`src/rtl/ofq_pkg.sv`:
```
package ofq_pkg;

    // Item kinds carried on tuser
    localparam logic [1:0] KIND_SAMPLE      = 2'd0;
    localparam logic [1:0] KIND_TICK        = 2'd1;
    localparam logic [1:0] KIND_CLEAR_FAULT = 2'd2;
    localparam logic [1:0] KIND_CLEAR_COUNT = 2'd3;

    // Configuration register indexes
    localparam logic [1:0] CFG_CURRENT_LIMIT = 2'd0;
    localparam logic [1:0] CFG_NOISE_TIME    = 2'd1;
    localparam logic [1:0] CFG_REPEAT_LIMIT  = 2'd2;
    localparam logic [1:0] CFG_WINDOW_TIME   = 2'd3;

    typedef struct packed {
        logic [14:0] current_limit;
        logic [15:0] noise_time_ms;
        logic [7:0]  repeat_limit;
        logic [15:0] window_time_ms;
    } t_cfg;

    typedef struct packed {
        logic [1:0]         kind;
        logic signed [15:0] current_ma;
        logic               paused;
    } t_item;

    typedef struct packed {
        logic       fault;
        logic [7:0] event_count;
        logic       noise_armed;
    } t_result;

endpackage

```
`src/rtl/ofq_cfg_regs.sv`:
```
module ofq_cfg_regs
    import ofq_pkg::*;
(
    input  logic        i_clk,
    input  logic        i_rst_n,
    input  logic        i_wr_en,
    input  logic [1:0]  i_wr_index,
    input  logic [15:0] i_wr_data,
    output t_cfg        o_cfg
);

    t_cfg r_cfg;

    always_ff @(posedge i_clk) begin
        if (!i_rst_n) begin
            r_cfg <= '0;
        end else if (i_wr_en) begin
            case (i_wr_index)
                CFG_CURRENT_LIMIT: r_cfg.current_limit  <= i_wr_data[14:0];
                CFG_NOISE_TIME:    r_cfg.noise_time_ms  <= i_wr_data;
                CFG_REPEAT_LIMIT:  r_cfg.repeat_limit   <= i_wr_data[7:0];
                CFG_WINDOW_TIME:   r_cfg.window_time_ms <= i_wr_data;
                default: begin
                end
            endcase
        end
    end

    assign o_cfg = r_cfg;

endmodule

```
`src/rtl/ofq_core.sv`:
```
module ofq_core
    import ofq_pkg::*;
(
    input  logic    i_clk,
    input  logic    i_rst_n,
    input  t_cfg    i_cfg,
    input  logic    i_en,
    input  t_item   i_item,
    output t_result o_next
);

    logic [15:0] r_noise_timer, n_noise_timer;
    logic        r_armed, n_armed;
    logic        r_noise_exp, n_noise_exp;
    logic [15:0] r_window_timer, n_window_timer;
    logic        r_window_exp, n_window_exp;
    logic [7:0]  r_events, n_events;
    logic        r_fault, n_fault;
    logic        w_high;

    // Sign-extend the current, zero-extend the limit, compare as signed values
    assign w_high = $signed({i_item.current_ma[15], i_item.current_ma})
                    >= $signed({2'b00, i_cfg.current_limit});

    always_comb begin
        n_noise_timer  = r_noise_timer;
        n_armed        = r_armed;
        n_noise_exp    = r_noise_exp;
        n_window_timer = r_window_timer;
        n_window_exp   = r_window_exp;
        n_events       = r_events;
        n_fault        = r_fault;
        case (i_item.kind)
            KIND_SAMPLE: begin
                if (!i_item.paused) begin
                    if (w_high) begin
                        if (!r_fault) begin
                            if (!r_armed) begin
                                // zero noise time never arms, only flags expiry
                                if (i_cfg.noise_time_ms == 16'd0) begin
                                    n_noise_exp   = 1'b1;
                                    n_noise_timer = 16'd0;
                                end else begin
                                    n_noise_timer = i_cfg.noise_time_ms;
                                    n_armed       = 1'b1;
                                    n_noise_exp   = 1'b0;
                                end
                            end else if (r_noise_exp) begin
                                n_noise_timer = 16'd0;
                                n_armed       = 1'b0;
                                n_events      = r_events + 8'd1;
                                if (n_events >= i_cfg.repeat_limit) begin
                                    n_fault        = 1'b1;
                                    n_events       = 8'd0;
                                    n_window_timer = 16'd0;
                                end else if (i_cfg.window_time_ms == 16'd0) begin
                                    n_window_exp   = 1'b1;
                                    n_window_timer = 16'd0;
                                end else begin
                                    n_window_timer = i_cfg.window_time_ms;
                                    n_window_exp   = 1'b0;
                                end
                            end
                        end
                    end else begin
                        n_noise_timer = 16'd0;
                        n_armed       = 1'b0;
                    end
                    // expired window drops the count
                    if (n_window_exp) begin
                        n_noise_timer  = 16'd0;
                        n_events       = 8'd0;
                        n_armed        = 1'b0;
                        n_window_timer = 16'd0;
                        n_window_exp   = 1'b0;
                    end
                end
            end
            KIND_TICK: begin
                if (r_noise_timer != 16'd0) begin
                    n_noise_timer = r_noise_timer - 16'd1;
                    n_noise_exp   = (r_noise_timer == 16'd1);
                end
                if (r_window_timer != 16'd0) begin
                    n_window_timer = r_window_timer - 16'd1;
                    n_window_exp   = (r_window_timer == 16'd1);
                end
            end
            KIND_CLEAR_FAULT: begin
                n_fault = 1'b0;
            end
            KIND_CLEAR_COUNT: begin
                n_noise_timer  = 16'd0;
                n_events       = 8'd0;
                n_armed        = 1'b0;
                n_window_timer = 16'd0;
                n_window_exp   = 1'b0;
            end
            default: begin
            end
        endcase
    end

    always_ff @(posedge i_clk) begin
        if (!i_rst_n) begin
            r_noise_timer  <= 16'd0;
            r_armed        <= 1'b0;
            r_noise_exp    <= 1'b0;
            r_window_timer <= 16'd0;
            r_window_exp   <= 1'b0;
            r_events       <= 8'd0;
            r_fault        <= 1'b0;
        end else if (i_en) begin
            r_noise_timer  <= n_noise_timer;
            r_armed        <= n_armed;
            r_noise_exp    <= n_noise_exp;
            r_window_timer <= n_window_timer;
            r_window_exp   <= n_window_exp;
            r_events       <= n_events;
            r_fault        <= n_fault;
        end
    end

    assign o_next.fault       = n_fault;
    assign o_next.event_count = n_events;
    assign o_next.noise_armed = n_armed;

    a_timer_implies_armed: assert property (@(posedge i_clk) disable iff (!i_rst_n)
        r_noise_timer != 16'd0 |-> r_armed)
        else $error("noise timer running while disarmed");

    a_window_running_not_expired: assert property (@(posedge i_clk) disable iff (!i_rst_n)
        r_window_timer != 16'd0 |-> !r_window_exp)
        else $error("window expired while its timer still runs");

    a_latch_clears_count: assert property (@(posedge i_clk) disable iff (!i_rst_n)
        $rose(r_fault) |-> r_events == 8'd0)
        else $error("fault latched with events left in the count");

endmodule

```
`src/rtl/overcurrent_fault_qualifier_top.sv`:
```
// Channel   Direction  Handshake                        Payload
// s_axis    in         i_s_axis_tvalid/o_s_axis_tready  tdata current, tuser kind+paused
// m_axis    out        o_m_axis_tvalid/i_m_axis_tready  tdata fault, count, armed
// cfg       in         i_cfg_valid/o_cfg_ready          index, data
//
// One word in, one word out; a new word is taken every cycle when the output flows.
// The input register holds each word, then the state update writes the result register.
// The per-word state update is a single compare, decrement and flag pass.
// Reset is synchronous, active low, and clears the valid flags, the qualifier state and configuration to zero.
// A stalled output holds its word; the input register fills, then tready drops.
module overcurrent_fault_qualifier_top
    import ofq_pkg::*;
(
    input  logic        i_clk,
    input  logic        i_rst_n,
    // input stream
    input  logic        i_s_axis_tvalid,
    output logic        o_s_axis_tready,
    input  logic [15:0] i_s_axis_tdata,   // [15:0] current_ma
    input  logic [2:0]  i_s_axis_tuser,   // [1:0] kind, [2] paused
    // output stream
    output logic        o_m_axis_tvalid,
    input  logic        i_m_axis_tready,
    output logic [15:0] o_m_axis_tdata,   // [0] fault, [8:1] event_count, [9] noise_armed
    // configuration writes
    input  logic        i_cfg_valid,
    output logic        o_cfg_ready,
    input  logic [1:0]  i_cfg_index,
    input  logic [15:0] i_cfg_data
);

    t_cfg    w_cfg;
    t_item   r_in;
    logic    r_in_valid;
    t_result r_out;
    logic    r_out_valid;
    t_result w_next;
    logic    w_out_free;
    logic    w_advance;
    logic    w_take_in;

    // Output register is empty or is taken this cycle
    assign w_out_free      = !r_out_valid || i_m_axis_tready;
    assign w_advance       = r_in_valid && w_out_free;
    assign o_s_axis_tready = !r_in_valid || w_out_free;
    assign w_take_in       = i_s_axis_tvalid && o_s_axis_tready;

    // Configuration is always accepted
    assign o_cfg_ready = 1'b1;

    ofq_cfg_regs u_cfg (
        .i_clk      (i_clk),
        .i_rst_n    (i_rst_n),
        .i_wr_en    (i_cfg_valid),
        .i_wr_index (i_cfg_index),
        .i_wr_data  (i_cfg_data),
        .o_cfg      (w_cfg)
    );

    ofq_core u_core (
        .i_clk   (i_clk),
        .i_rst_n (i_rst_n),
        .i_cfg   (w_cfg),
        .i_en    (w_advance),
        .i_item  (r_in),
        .o_next  (w_next)
    );

    // Input register: hold the word until the core consumes it
    always_ff @(posedge i_clk) begin
        if (!i_rst_n) begin
            r_in_valid <= 1'b0;
        end else if (w_take_in) begin
            r_in_valid <= 1'b1;
        end else if (w_advance) begin
            r_in_valid <= 1'b0;
        end
    end

    always_ff @(posedge i_clk) begin
        if (w_take_in) begin
            r_in.kind       <= i_s_axis_tuser[1:0];
            r_in.paused     <= i_s_axis_tuser[2];
            r_in.current_ma <= i_s_axis_tdata;
        end
    end

    // Result register: advance on a processed word, drop once taken
    always_ff @(posedge i_clk) begin
        if (!i_rst_n) begin
            r_out_valid <= 1'b0;
        end else if (w_advance) begin
            r_out_valid <= 1'b1;
        end else if (i_m_axis_tready) begin
            r_out_valid <= 1'b0;
        end
    end

    always_ff @(posedge i_clk) begin
        if (w_advance) begin
            r_out <= w_next;
        end
    end

    assign o_m_axis_tvalid = r_out_valid;
    assign o_m_axis_tdata  = {6'd0, r_out.noise_armed, r_out.event_count, r_out.fault};

endmodule

```
`config.mk`:
```
export PLATFORM = sky130hd
export DESIGN_NAME = overcurrent_fault_qualifier_top
export DESIGN_NICKNAME = d
export VERILOG_FILES = /design/src/rtl/ofq_pkg.sv /design/src/rtl/ofq_cfg_regs.sv /design/src/rtl/ofq_core.sv /design/src/rtl/overcurrent_fault_qualifier_top.sv
export SDC_FILE = /design/constraint.sdc
export NUM_CORES = 1
export LEC_CHECK = 0
export BUFFER_PORTS_ARGS = -buffer_cell sky130_fd_sc_hd__buf_4
export CAP_MARGIN = 40
export CORE_MARGIN = 4
export CORE_UTILIZATION = 40
export CTS_BUF_LIST = sky130_fd_sc_hd__clkbuf_8
export DETAILED_ROUTE_END_ITERATION = 6
export PLACE_DENSITY_LB_ADDON = 0.1
export SLEW_MARGIN = 20
export SYNTH_ARGS = -nofsm -noshare
export SYNTH_HDL_FRONTEND = slang
export SYNTH_SLANG_ARGS = --single-unit
```
`constraint.sdc`:
```
create_clock -name i_clk -period 4.3 [get_ports i_clk]
set_clock_uncertainty 0.2 [all_clocks]
set_input_delay 0.86 -clock i_clk [delete_from_list [all_inputs] [get_ports i_clk]]
set_output_delay 0.86 -clock i_clk [all_outputs]
set_load 0.05 [all_outputs]
```
# After elaboration in Yosys (flattened, before gate mapping)

Index checks and enable logic that the tools add are counted.

Bits in registers: 130
Input bits: 42
Output and inout bits: 19

Add/subtract/negate cells: 3
Order comparisons: 2
Eq/ne operators: 20
Mux-type cells: 64
Reductions and logical operators: 24

Operators with widths:

| operator              | count |
|---|---|
| $mux 16               | 17 |
| $pmux 16 s3           | 2 |
| $mux 8                | 7 |
| $mux 1                | 33 |
| $eq 16x1->1 const B   | 2 |
| $logic_not 16->1      | 2 |
| $reduce_bool 16->1    | 2 |
| $sub 16x1->16 const B | 2 |
| $ge 16x16->1          | 1 |
| $pmux 8 s2            | 1 |
| $ne 3x1->1 const B    | 3 |
| $add 8x1->8 const B   | 1 |
| $eq 2x2->1 const B    | 4 |
| $ge 8x8->1            | 1 |
| $reduce_and 2->1      | 4 |
| $reduce_and 8->1      | 1 |
| $reduce_and 7->1      | 1 |
| $ne 2x1->1 const B    | 3 |
| $ne 2x2->1 const B    | 3 |
| $pmux 1 s2            | 3 |
| $reduce_and 6->1      | 1 |
| $reduce_bool 2->1     | 3 |
| $ne 5x5->1 const B    | 1 |
| $eq 2x1->1 const B    | 2 |
| 9 further kinds       | 13 |

# Longest topological paths before layout

Gate-level depths: netlist of the first run.

Word-level depth: 12
Gate-level depth with buffers: 13
Gate-level depth less buffers: 12

# Modules after synthesis

Synthesis of the first run repeated with hierarchy kept, for this count alone.

Cell total of the unflattened synthesis: 728
Area, all modules: 6792.8 sq um

Modules (own cells, without submodules):

| module                          | times used | cells an instance | area an instance (sq um) |
|---|---|---|---|
| ofq_core                        | 1          | 482               | 3711.1 |
| ofq_cfg_regs                    | 1          | 199               | 2047.0 |
| overcurrent_fault_qualifier_top | 1          | 47                | 1034.7 |

# Least setup slack after synthesis of the first run

OpenSTA, ideal clock, no wires.

Kind: register to register
Start point: reg u_core.r_events[0]
End point: reg r_out, in the netlist o_m_axis_tdata[3], data pin
Setup time: 131 ps
Arrival: 2710 ps
Setup slack: 1259 ps
Stages on the path, launching flop included: 13
Cells stage by stage: dfxtp_1 > ha_1 > nand3_1 > nor2_1 > xnor2_1 > inv_1 > ha_1 > a2111oi_0 > o21ai_0 > o21ai_1 > nand4_2 > o21ai_0 > o22a_1

Cells in the longest elaborated chain, start to end: 12
Elaborated cells on any way between the ends: 17
Those cells by class: add/sub: 1; order compare: 1; mux: 15

RTL lines:

| element                | line                                   | RTL |
|---|---|---|
| start, declared        | ofq_core.sv:17                         | `logic [7:0] r_events, n_events;` |
| start signal, assigned | ofq_core.sv:119                        | `r_events <= n_events;` |
| $add 8x1->8 *          | ofq_core.sv:51                         | `n_events = r_events + 8'd1;` |
| $ge 8x8->1             | ofq_core.sv:52                         | `if (n_events >= i_cfg.repeat_limit) begin` |
| $mux 1                 | ofq_core.sv:52                         |  |
| $mux 1                 | ofq_core.sv:48                         | `end else if (r_noise_exp) begin` |
| $mux 1                 | ofq_core.sv:38                         | `if (!r_armed) begin` |
| $mux 1                 | ofq_core.sv:37                         | `if (!r_fault) begin` |
| $mux 1                 | ofq_core.sv:36                         | `if (w_high) begin` |
| $mux 1                 | ofq_core.sv:35                         | `if (!i_item.paused) begin` |
| $mux 1                 | ofq_core.sv:33                         | `case (i_item.kind)` |
| $mux 8 *               | ofq_core.sv:70                         | `if (n_window_exp) begin` |
| $mux 8 *               | ofq_core.sv:35                         |  |
| $pmux 8 s2 *           | ofq_core.sv:33                         |  |
| net u_core.n_events[2] | ofq_core.sv:17                         |  |
| end signal, assigned   | overcurrent_fault_qualifier_top.sv:101 | `r_out <= w_next;` |
| end, declared          | overcurrent_fault_qualifier_top.sv:35  | `t_result r_out;` |

Mark *: on every way through the listed nets, which the timed path passes. The rest lies on a longest branch. The select of a mux whose other input is x is not followed.
A chain may end at the register's enable or synchronous reset.

# Final worst setup path of the first run

Same ends and word-level chain as after synthesis.

==> flow_summary.yaml, run 1 <==
grt:
  antenna_found_initial: 0
  met3_usage: 0.0335
  grt-ovfl-total: 0
  grt_util_all_layers: 0.186
  grt_max_degree: 42
  grt_pass1_vias: 5374
  grt.busiest_layer: "met2"
  grt_pass1_wl_um: 27200
  met2_usage: 0.312
  grtUsageMet1: 0.242
job:
  drv_cap: 0
yosys:
  yosysMostFrequentCell: "nand2_1"
  synth_common_cells: "149 x nand2_1, 101 x dfxtp_1, 77 x a21oi_1"
  yosys.cell_types.count: 75
  synth_area_mm2: 0.00665
  synth_edf_count: 29
  syn_inst: 771
  synth.area.top_cells: "dfxtp_1 30%, edfxtp_1 13%, nand2_1 8.4%"
  seq_area_frac_synth: 0.435
  yosysTopAreaCellShare: 0.304
  yosysTopAreaCell: "dfxtp_1"
  yosysWarnings: 0
  synth_seq_cells: 130
  async_flop_share: 0
  synthFlopType: "dfxtp_1"
  syn_avg_cell_area_um2: 8.62
timing:
  hold_viol: 0
  tightest_slew_ns: 0.851
  tns_ns: 0
  period_needed_ns: 3.63
  finalSetupViolCount: 0
  relSlewSlack: 0.432
  rsz0062_at_grt: "no"
  report.final.slew_viol_count: 0
  post-route-period-util: 0.844
  fmax_ghz: 0.276
drt:
  drt-initial-drc-count: 397
  detail_route.first_pass.iterations: 5
  routed_wl_um: 16700
  avgRoutedWirePerCell_um: 16.0
  antenna_left: 0
  drc_errors: 0
  post_drt_via_cell_ratio: 5.34
  vias: 5571
cts:
  post_cts_resized: 0
  clock-root-buffer: "clkbuf_8"
  path_clk_slew_ns: 0.07
  htreeDepth: 4
  cts_tree: "done"
  postCtsSetupBuffers: 0
  cts.sinks: 130
  cts_hold_buf: 0
  clock_latency_ns: 0.44
  cts_max_path_buffers: 2
  cts_buffers: 17
setup_path:
  critPathKind: "reg2reg"
  worstPathCellList: "ha_1, nand3_1, nor2_1, xnor2_1, inv_1, ha_1, a2111oi_0, o21ai_0, o21ai_1, nand4_2, o21ai_0, o22a_1"
  cp_slowest_cell: "dfxtp_1"
  path_max_fanout: 10
  worstSetupEndpointType: "flip-flop"
  critical_path_arrival_ns: 3.74
  cp_slowest_stage_delay_ns: 0.47
  crit_required_ns: 4.42
  critical_path.startpoint_type: "flip-flop"
finish:
  area_delta_synth_final_pct: 15.1
  diodes: 0
  final_layout_size_suffix_gt1_frac: 0.137
  nets: 889
run_status:
  outcome: "completed"
power_and_ir_drop:
  switching_share: 0.268
  peakVddDrop_mv: 0.179
  power_frac_clock: 0.401
  p_total_mw: 2.95
  p_per_area_mw_per_mm2: 386
  switching_power_mw: 0.789
  p_comb_frac: 0.148
  sequentialPowerShare: 0.451
  intPower_mw: 2.16
  leakage_nw: 2.92
floorplanning:
  initial_core_util: 0.414
  placeableCoreArea_mm2: 0.0161
  dieArea_mm2: 0.0187
  pin_count: 61
  fp.dieH_um: 137
  rows: 46
  die_width_um: 137
placed_design:
  portBuffers: 53
  gp_congestion: 0.882
  dpl.hpwl_um: 12000
min_path:
  hold_path_class: "reg2reg"
-- routing by layer --
layer / share of wire / routed length (um)
met1: 0.46 / 7740
met2: 0.48 / 8040
met3: 0.041 / 689
met4: 0.015 / 250
met5: 0 / 0
-- layout make-up --
type	instances	area, um2
tap	216	270
clock buffer	22	303
multi-input combinational	558	3370
inverter	44	165
clock inverter	10	153
timing repair buffer	63	493
fill	1553	8410
sequential	130	2890
-- flip-flops by register name (all words and copies together), names as in the netlist, 8 cells and up --
| signal | cells |
|---|---|
| u_cfg.o_cfg | 55 |
| u_core.r_window_timer | 16 |
| u_core.r_noise_timer | 16 |
| o_m_axis_tdata | 10 |
| u_core.r_events | 8 |
| r_in | 19 |
-- cell usage in the layout (no fill, tap or decap), drive strengths merged, types with 7 or more instances in the layout --
master    n
nor3     12
o22ai     9
ha       33
o21ai    42
o21a      7
inv      43
a22oi    13
xor2     14
a211oi   10
buf      63
a21oi    80
mux2i     8
nor2     47
dfxtp   101
edfxtp   29
clkbuf   22
nor4     15
nand3    14
conb      7
nand2   149
-- power groups by stage --
stage	Sequential, mW	Clock, mW	Combinational (mW)
6_report	1.33	1.18	0.436
2_1_floorplan	1.36	0	0.310
3_5_place_dp	1.36	0	0.434
5_1_grt	1.34	1.26	0.486
4_1_cts	1.33	1.22	0.435
3_3_place_gp	1.36	0	0.425
-- path summary, 6_finish.rpt --
path                            from                 to  slack (ns)  depth (start not counted)
hold reg to reg      u_cfg.o_cfg[47]    u_cfg.o_cfg[47]        0.26                          2
hold / removal       u_cfg.o_cfg[47]    u_cfg.o_cfg[47]        0.26                          2
setup / recovery  u_core.r_events[0]  o_m_axis_tdata[3]        0.67                         12
setup reg to reg  u_core.r_events[0]  o_m_axis_tdata[3]        0.67                         12
-- worst max-delay path, delay by kind of cell (launching register included) --
family / cells / cell delay, ns
compound gates: 5 / 1.29
simple gates: 3 / 0.67
fa+ha+maj: 2 / 0.60
flops: 1 / 0.47
xor+xnor: 1 / 0.19
buf+inv: 1 / 0.08
-- kinds of logic (layout without fill, tap and decap cells) --
kind of cell | Yosys count | count (layout) | share of synthesized area
AOI/OAI and AO/OA | 206 | 206 | 0.205
adders and majority gates | 33 | 33 | 0.0621
other | 2 | 7 | 0.00113
muxes | 8 | 8 | 0.0120
buffers and inverters | 88 | 139 | 0.0602
and+or+nand+nor | 285 | 285 | 0.199
DFF | 130 | 130 | 0.435
xor gates and xnor gates | 19 | 19 | 0.0250
-- stage by stage --
step	util	instance area, um2	setup slack (ns)	hold WS [ns]	std cells
after floorplan	-	6670	1.26	0.232	776
after global placement	0.446	7160	0.860	0.245	1009
after detailed placement	0.447	7180	0.743	0.249	1010
after CTS	0.475	7630	0.704	0.259	1042
after global routing	0.476	7650	0.307	0.277	1043
final	0.476	7650	0.671	0.257	1043
Power figures use the tool's default switching activity.
==> run 2: changes to the inputs <==
- clock period: 4.3 -> 3.3 ns (I/O delays scaled with it)
==> run 2 against run 1 <==
Register-to-register slack lost 0.48 ns. Via count grew 1.4%. Design area is 1.8% higher. First-iteration DRC count rose by 1.5%. Largest cell class unchanged. Sequential share of layout area shrank 0.63 points. Critical path depth is 3 higher. Flip-flop and latch count unchanged. Utilization is 0.83 points higher. Cell count grew 1.3%. Worst setup slack lost 0.48 ns. Non-clock buffer count up 12.
==> flow_summary.yaml, run 2 (same netlist as run 1, synthesis figures left out) <==
run_status:
  outcome: "completed"
power_and_ir_drop:
  leakage_nw: 2.98
  p_total_mw: 3.86
  peakVddDrop_mv: 0.341
  p_per_area_mw_per_mm2: 496
finish:
  largest_reg_flops: 55
  nets: 903
  nFillCells: 1532
  diodes: 0
  area_delta_synth_final_pct: 17.1
  layout_commonest_cell: "nand2_1"
  final_layout_size_suffix_gt1_frac: 0.152
  multiInputGateArea_mm2: 0.00341
  seq_area_mm2: 0.00289
  layout_common_cells: "149 x nand2_1, 100 x dfxtp_1, 77 x a21oi_1, 72 x buf_4, 47 x nor2_1"
setup_path:
  crit_required_ns: 3.28
  critical_path.startpoint_type: "flip-flop"
  reg2reg_depth: 15
  path_max_fanout: 7
  worstSetupEndpointType: "flip-flop"
  critPathKind: "reg2reg"
  critical_path_arrival_ns: 3.09
timing:
  tns_ns: 0
  relSlewSlack: 0.551
  post-route-period-util: 0.943
  tightest_slew_ns: 0.673
  hold_viol: 0
  finalSetupViolCount: 0
  report.final.slew_viol_count: 0
  fmax_ghz: 0.321
  final.setup.worst_slack_ns: 0.188
  period_needed_ns: 3.11
cts:
  htreeDepth: 4
  path_clk_slew_ns: 0.08
  cts_max_path_buffers: 2
  cts_buffers: 17
  clock-root-buffer: "clkbuf_8"
  clock_latency_ns: 0.43
  cts.sinks: 130
  cts_tree: "done"
drt:
  drt-initial-drc-count: 403
  antenna_left: 0
  detail_route.first_pass.iterations: 5
  drc_errors: 0
  vias: 5650
  post_drt_via_cell_ratio: 5.35
  routed_wl_um: 17100
  avgRoutedWirePerCell_um: 16.2
floorplanning:
  die_width_um: 137
  placeableCoreArea_mm2: 0.0161
  rows: 46
  dieArea_mm2: 0.0187
  fp.dieH_um: 137
  initial_core_util: 0.414
  pin_count: 61
grt:
  grt-ovfl-total: 0
  grt_util_all_layers: 0.186
  grt_pass1_vias: 5342
  grt_max_degree: 42
  grt_pass1_wl_um: 27400
  antenna_found_initial: 0
placed_design:
  dpl.hpwl_um: 12200
  portBuffers: 53
  gp_congestion: 0.908
  dp_slack_ns: -0.0178
min_path:
  hold_path_depth: 1
  hold_path_class: "in2reg"
job:
  drv_cap: 0
-- run 2: final cells by class --
type | instances | area share
clock buffers | 18 | 0.0318
flip-flops and latches | 130 | 0.372
inverters | 44 | 0.0212
clock inverters | 14 | 0.0251
multi-input cells | 560 | 0.439
well taps | 216 | 0.0347
repair buffers | 75 | 0.0765
-- run 2: routing by layer --
layer,vias up,GRT usage,wire length [um]
met5,-,0,0
met4,0,0.0571,272
met3,19,0.0309,717
met2,144,0.305,8240
met1,2649,0.253,7870
li1,2838,-,-
-- run 2: where the power goes --
part	internal [mW]	total, mW	switching (mW)
registers	1.69	1.73	0.0443
clock network	0.905	1.53	0.628
logic	0.226	0.598	0.372
total	2.82	3.86	1.04
-- run 2: final timing paths --
check                     start                 to  slack (ns)
max reg2reg  u_core.r_events[0]  o_m_axis_tdata[6]        0.19
max          u_core.r_events[0]  o_m_axis_tdata[6]        0.19
min           i_s_axis_tdata[0]            r_in[1]        0.20
min reg2reg     u_cfg.o_cfg[46]    u_cfg.o_cfg[46]        0.25
-- run 2: stage by stage --
stage          instance area [um2]  hold slack, ns  utilization  cells
5_1_grt                       7780           0.167        0.485   1057
2_1_floorplan                 6670           0.232            -    776
3_3_place_gp                  7260           0.244        0.452   1019
4_1_cts                       7700           0.172        0.480   1051
6_report                      7780           0.202        0.485   1057
3_5_place_dp                  7260           0.248        0.452   1019
-- run 2: critical path, stage by stage, from the launching register on --
cell and delay (ns):
dfxtp_1 0.35, buf_4 0.15, and3_1 0.16, nand3_1 0.11, nor2_1 0.14, xnor2_1 0.19
inv_1 0.11, ha_2 0.24, a2111oi_2 0.35, o21ai_1 0.16, buf_4 0.17, o21ai_2 0.11
buf_4 0.16, nand2_1 0.05, a21oi_1 0.14, o22ai_1 0.08
-- run 2: timing repair --
| action | 4_1_cts | 5_1_grt |
|---|---|---|
| gates resized for setup | 1 | 9 |
| setup endpoints to repair | 10 | 34 |
| gates cloned | 0 | 2 |
| hold buffers | 0 | 0 |
| pin swaps | 0 | 1 |
| buffers inserted | 0 | 3 |
